<file path="src/hdl/rbi_pkg.sv">
// ----------------------------------------------------------------------------
// rbi_pkg: shared types and constants for the ray / box intersection pipe
// Word widths, fixed-point format, per-item payload and result structures.
// ----------------------------------------------------------------------------
package rbi_pkg;

    localparam int DATA_W    = 32;
    localparam int FRAC_BITS = 16;
    localparam int DIV_W     = DATA_W + FRAC_BITS;  // quotient bits, one per divider stage
    localparam int NUM_AXES  = 3;
    localparam int PROD_W    = 2 * DATA_W;

    typedef logic [DATA_W-1:0]                t_word;
    typedef logic [NUM_AXES-1:0][DATA_W-1:0]  t_vec3;
    typedef logic [1:0]                       t_axis;

    localparam t_word S_MAX  = {1'b0, {(DATA_W-1){1'b1}}};
    localparam t_word S_MIN  = {1'b1, {(DATA_W-1){1'b0}}};
    // -1.0 in the fixed-point format: distance of an axis that offers no plane
    localparam t_word T_NONE = t_word'(-(longint'(1) <<< FRAC_BITS));

    typedef struct packed {
        t_vec3               org;
        t_vec3               dir;
        t_vec3               bmin;
        t_vec3               bmax;
        t_vec3               plane;
        logic [NUM_AXES-1:0] do_div;
        logic [NUM_AXES-1:0] neg;
        logic                org_in;
    } t_item;

    typedef struct packed {
        t_vec3 num;
        t_vec3 den;
    } t_div_op;

    typedef struct packed {
        t_word tb;
        t_axis best;
        logic  miss;
        logic  sat;
    } t_sel;

    typedef struct packed {
        logic  hit;
        logic  starts_inside;
        t_vec3 pt;
        logic  saturated;
    } t_result;

endpackage

</file>
<file path="src/hdl/rbi_classify.sv">
// ----------------------------------------------------------------------------
// rbi_classify: slab classification stage
// Class the origin per axis, pick the plane, form divider operands.
// ----------------------------------------------------------------------------
module rbi_classify (
    input  logic             i_clk,
    input  logic             i_rst_n,
    input  logic             i_en,
    input  logic             i_valid,
    input  rbi_pkg::t_vec3   i_org,
    input  rbi_pkg::t_vec3   i_dir,
    input  rbi_pkg::t_vec3   i_bmin,
    input  rbi_pkg::t_vec3   i_bmax,
    output logic             o_valid,
    output rbi_pkg::t_item   o_item,
    output rbi_pkg::t_div_op o_op
);

    logic             r_valid;
    rbi_pkg::t_item   r_item, n_item;
    rbi_pkg::t_div_op r_op, n_op;

    always_comb begin
        logic below, above;
        logic [rbi_pkg::DATA_W:0] diff;
        n_item        = '0;
        n_op          = '0;
        n_item.org    = i_org;
        n_item.dir    = i_dir;
        n_item.bmin   = i_bmin;
        n_item.bmax   = i_bmax;
        n_item.org_in = 1'b1;
        for (int a = 0; a < rbi_pkg::NUM_AXES; a++) begin
            below = $signed(i_org[a]) < $signed(i_bmin[a]);
            above = $signed(i_org[a]) > $signed(i_bmax[a]);
            if (below) begin
                n_item.plane[a] = i_bmin[a];
            end else if (above) begin
                n_item.plane[a] = i_bmax[a];
            end else begin
                n_item.plane[a] = '0;
            end
            if (below || above) begin
                n_item.org_in = 1'b0;
            end
            n_item.do_div[a] = (below || above) && (i_dir[a] != '0);
            diff = {n_item.plane[a][rbi_pkg::DATA_W-1], n_item.plane[a]}
                 - {i_org[a][rbi_pkg::DATA_W-1], i_org[a]};
            n_item.neg[a] = diff[rbi_pkg::DATA_W] ^ i_dir[a][rbi_pkg::DATA_W-1];
            // magnitudes fit the word: at most 2^32-1 and 2^31
            n_op.num[a] = diff[rbi_pkg::DATA_W] ? rbi_pkg::DATA_W'(-diff)
                                                : diff[rbi_pkg::DATA_W-1:0];
            n_op.den[a] = i_dir[a][rbi_pkg::DATA_W-1] ? -i_dir[a] : i_dir[a];
        end
    end

    always_ff @(posedge i_clk) begin
        if (!i_rst_n) begin
            r_valid <= 1'b0;
        end else if (i_en) begin
            r_valid <= i_valid;
        end
    end

    always_ff @(posedge i_clk) begin
        if (i_en) begin
            r_item <= n_item;
            r_op   <= n_op;
        end
    end

    assign o_valid = r_valid;
    assign o_item  = r_item;
    assign o_op    = r_op;

endmodule

</file>
<file path="config.mk">
export PLATFORM = sky130hd
export DESIGN_NAME = rbi_classify
export DESIGN_NICKNAME = d
export VERILOG_FILES = /design/src/hdl/rbi_pkg.sv /design/src/hdl/rbi_classify.sv
export SDC_FILE = /design/constraint.sdc
export NUM_CORES = 1
export LEC_CHECK = 0
export BUFFER_PORTS_ARGS = -buffer_cell sky130_fd_sc_hd__buf_2
export CELL_PAD_IN_SITES_DETAIL_PLACEMENT = 1
export CELL_PAD_IN_SITES_GLOBAL_PLACEMENT = 1
export CORE_AREA = 4 4 416 418
export CTS_CLUSTER_SIZE = 24
export DETAILED_ROUTE_END_ITERATION = 16
export DIE_AREA = 0 0 420 422
export GPL_ROUTABILITY_DRIVEN = 0
export GPL_TIMING_DRIVEN = 0
export HOLD_SLACK_MARGIN = 0.02
export PLACE_DENSITY = 0.6
export SLEW_MARGIN = 30
export SYNTH_ARGS = -nofsm -noshare
export SYNTH_HDL_FRONTEND = slang
export SYNTH_SLANG_ARGS = --single-unit
</file>
<file path="constraint.sdc">
create_clock -name i_clk -period 10.89 [get_ports i_clk]
set_input_delay 1.089 -clock i_clk [delete_from_list [all_inputs] [get_ports i_clk]]
set_output_delay 1.089 -clock i_clk [all_outputs]
set_load 0.005 [all_outputs]
</file>
==> results.yml <==
min_path:
  min_from: "o_valid"
  hold_end: "o_valid"
  hold_path_class: "reg -> reg"
  hold_depth: 2
clock_tree:
  cts_setup_buffers: 0
  cts.clk_slew.worst_paths_ps: 70
  clk_latency_ps: 690
  cts_buffer_depth: 3
  cts_sinks: 677
  h-tree-depth: 3
  cts_tree: "built"
  cts_buffers: 84
  cts_hold_buf: 0
  cts_resized: 0
  cts-root-buf: "clkbuf_16"
placement:
  port-buffer-count: 1067
  hpwl_um: 142000
  dpl_cell_area_um2: 45000
  dp.cells: 6365
timing:
  period_share_pct: 85.0
  grt_setup_unrepaired: "false"
  max-slew-margin-rel_pct: 30.6
  maxSlewViolCount: 0
  worst_pin_slew_ps: 1040
  totalNegativeSetupSlack_ps: 0
  clock.fmax_mhz: 108
  fin_crit_ps: 9250
  setup_violations: 0
  hold_viol: 0
  finClkSkew_ps: 0
power_and_ir_drop:
  ir_worst_vdd_uv: 119
  p_leak_nw: 20.4
  p_per_area_nw_per_um2: 189
yosys:
  yosysTopAreaCellShare_pct: 55.5
  ys.flop_type: "edfxtp_1"
  ys_top_cells_by_count: "edfxtp_1 (676), inv_1 (334), ha_1 (291)"
  synth_edf_count: 676
  ys_ff_latch: 677
  ys_warn_count: 0
  yosys-top-cells-area: "edfxtp_1 (56%), ha_1 (10%), xnor2_1 (4.3%), inv_1 (3.4%), a21oi_1 (2.3%)"
  yosysTopAreaCell: "edfxtp_1"
  synth.most_common_cell: "edfxtp_1"
  yosysUniqueCellTypes: 97
  synthesis.nets: 3752
  netlist_area_um2: 36600
  async_flop_share_pct: 0
  avgSynthCellArea_um2: 11.9
  yosysSeqAreaShare_pct: 55.6
  synth_cells: 3070
setup_path:
  r2r-start: "o_valid"
  reg2reg_depth: 2
  cp.required_ps: 11380
  cp_max_fo: 10
  start_kind: "primary input"
  worstSetupPathType: "in -> reg"
  critPathSlowestCell: "a2111oi_0"
  startpoint: "i_org[65]"
  worst_path_largest_cell_delay_ps: 780
  timing.rr.end: "o_valid"
  cp_data_arrival_time_ps: 9740
  reg2reg_slack_ps: 10290
  cp-end-kind: "register"
die:
  core-area_um2: 169000
  rows: 151
  die_area_um2: 177000
  die_y_um: 422
  initial_core_util_pct: 21.6
  fp.dieW_um: 420
  io_pins: 1068
finish:
  n_fill_cell: 19200
  drive_gt1_share_pct: 29.7
  nNetsFinal: 4916
  areaGrowthSynthToFinish_pct: 30.5
  utilization_pct: 28.2
  design_area_um2: 47700
  layout.cells.non_filler: 6529
grt:
  grt-ovfl-total: 0
  grt_pass1_wl_um: 237000
  grt_max_degree: 94
  gr-usage-all-layers_pct: 18.6
  grt_pass1_vias: 31600
  antenna_found_initial: 19
status:
  status: "completed"
routing:
  drt-total-wl_um: 172000
  num_vias: 30800
  avgRoutedWirePerCell_um: 26.3
  first_iter_violations: 2340
  ant_nets: 0
  vias_per_cell: 4.71
  drt_drc_violations_left: 0
  drt-pass1-iter-count: 5
flow_run:
  maxCapViolCount: 0
cell usage in the layout (no fill, tap or decap), types with 11 or more instances in the layout:
cell type and instances:
a21o_1 86, nand4_1 64, inv_1 334, o22ai_1 34, clkinv_1 18, ha_1 291, clkinv_2 11, a21oi_1 166
o41ai_1 15, or3_1 28, nor2b_1 24, o21ai_0 139, xnor2_1 179, edfxtp_1 676, a22o_1 64, o211ai_1 13
o21a_1 31, buf_2 1079, nand2b_1 26, clkbuf_1 74, nand3_1 38, or4_1 20, and3_1 17, and2_1 15
nand2_1 184, a31oi_1 33, o31ai_1 32, clkbuf_16 87, nor3_1 42, xor2_1 73, nor4_1 18, nor2_1 136
a211oi_1 20
area by class of cell:
cell class	count	area, um^2	area share (%)
diodes	10	25.0	0.0524
clock inverters	53	500	1.05
well taps	2218	2780	5.82
plain buffers	83	345	0.724
clock buffers	100	2230	4.66
repair buffers	1078	5610	11.8
inverters	335	1260	2.64
flip-flops and latches	677	20300	42.6
multi-input cells	1975	14700	30.7
metrics by stage:
step                hold slack (ps)  setup WS (ps)  power, mW
CTS                             498           1930       9.15
global route                    540           1260       9.50
floorplan                       507           4020       4.84
finish                          530           1640       9.01
detailed placement              523           1140       6.22
global placement                502          -2690       6.22
flip-flops by register name, indices dropped and copies added, names as in the netlist:
register  cells
o_valid       1
o_op        189
o_item      487
critical path, delay by kind of cell:
family                   cells  cell delay [ps]
AO/OA/AOI/OAI               12             4210
AND/OR/NAND/NOR              7             1600
buffers and inverters        3             1450
adder cells (fa/ha/maj)      3             1000
XOR/XNOR                     1              350
power breakdown:
| group | switching [mW] | internal [mW] |
|---|---|---|
| Combinational | 1.74 | 0.955 |
| Sequential | 0.114 | 3.35 |
| Clock | 1.22 | 1.63 |
metal layers:
metal	vias to the layer above	part of all wire, %	global-route usage, %
met5	-	0.0076	0
met4	2	2.6	5.71
met3	175	7.5	4.71
met2	1023	49	32.1
met1	15700	40	22.7
li1	13900	-	-
kinds of logic (layout without fill, tap and decap cells):
kind of cell | Yosys count | in the layout | share of synthesized area [%]
other | 0 | 10 | 0
buffers and inverters | 418 | 1649 | 4.37
XOR/XNOR | 253 | 253 | 6.08
AND/OR/NAND/NOR | 658 | 658 | 9.32
multiplexers | 14 | 14 | 0.431
adder cells (fa/ha/maj) | 294 | 294 | 10.1
AO/OA/AOI/OAI | 756 | 756 | 14.1
flip-flops | 677 | 677 | 55.6
worst max-delay path by stage:
stage / end / slack (ps)
after detailed placement: o_op[169] / 1140
after global placement: o_item[190] / -2690
after floorplan: o_op[159] / 4020
after CTS: o_op[169] / 1930
after global routing: o_op[183] / 1260
final: o_op[183] / 1640
No activity file was read; power rests on OpenSTA's default activity.
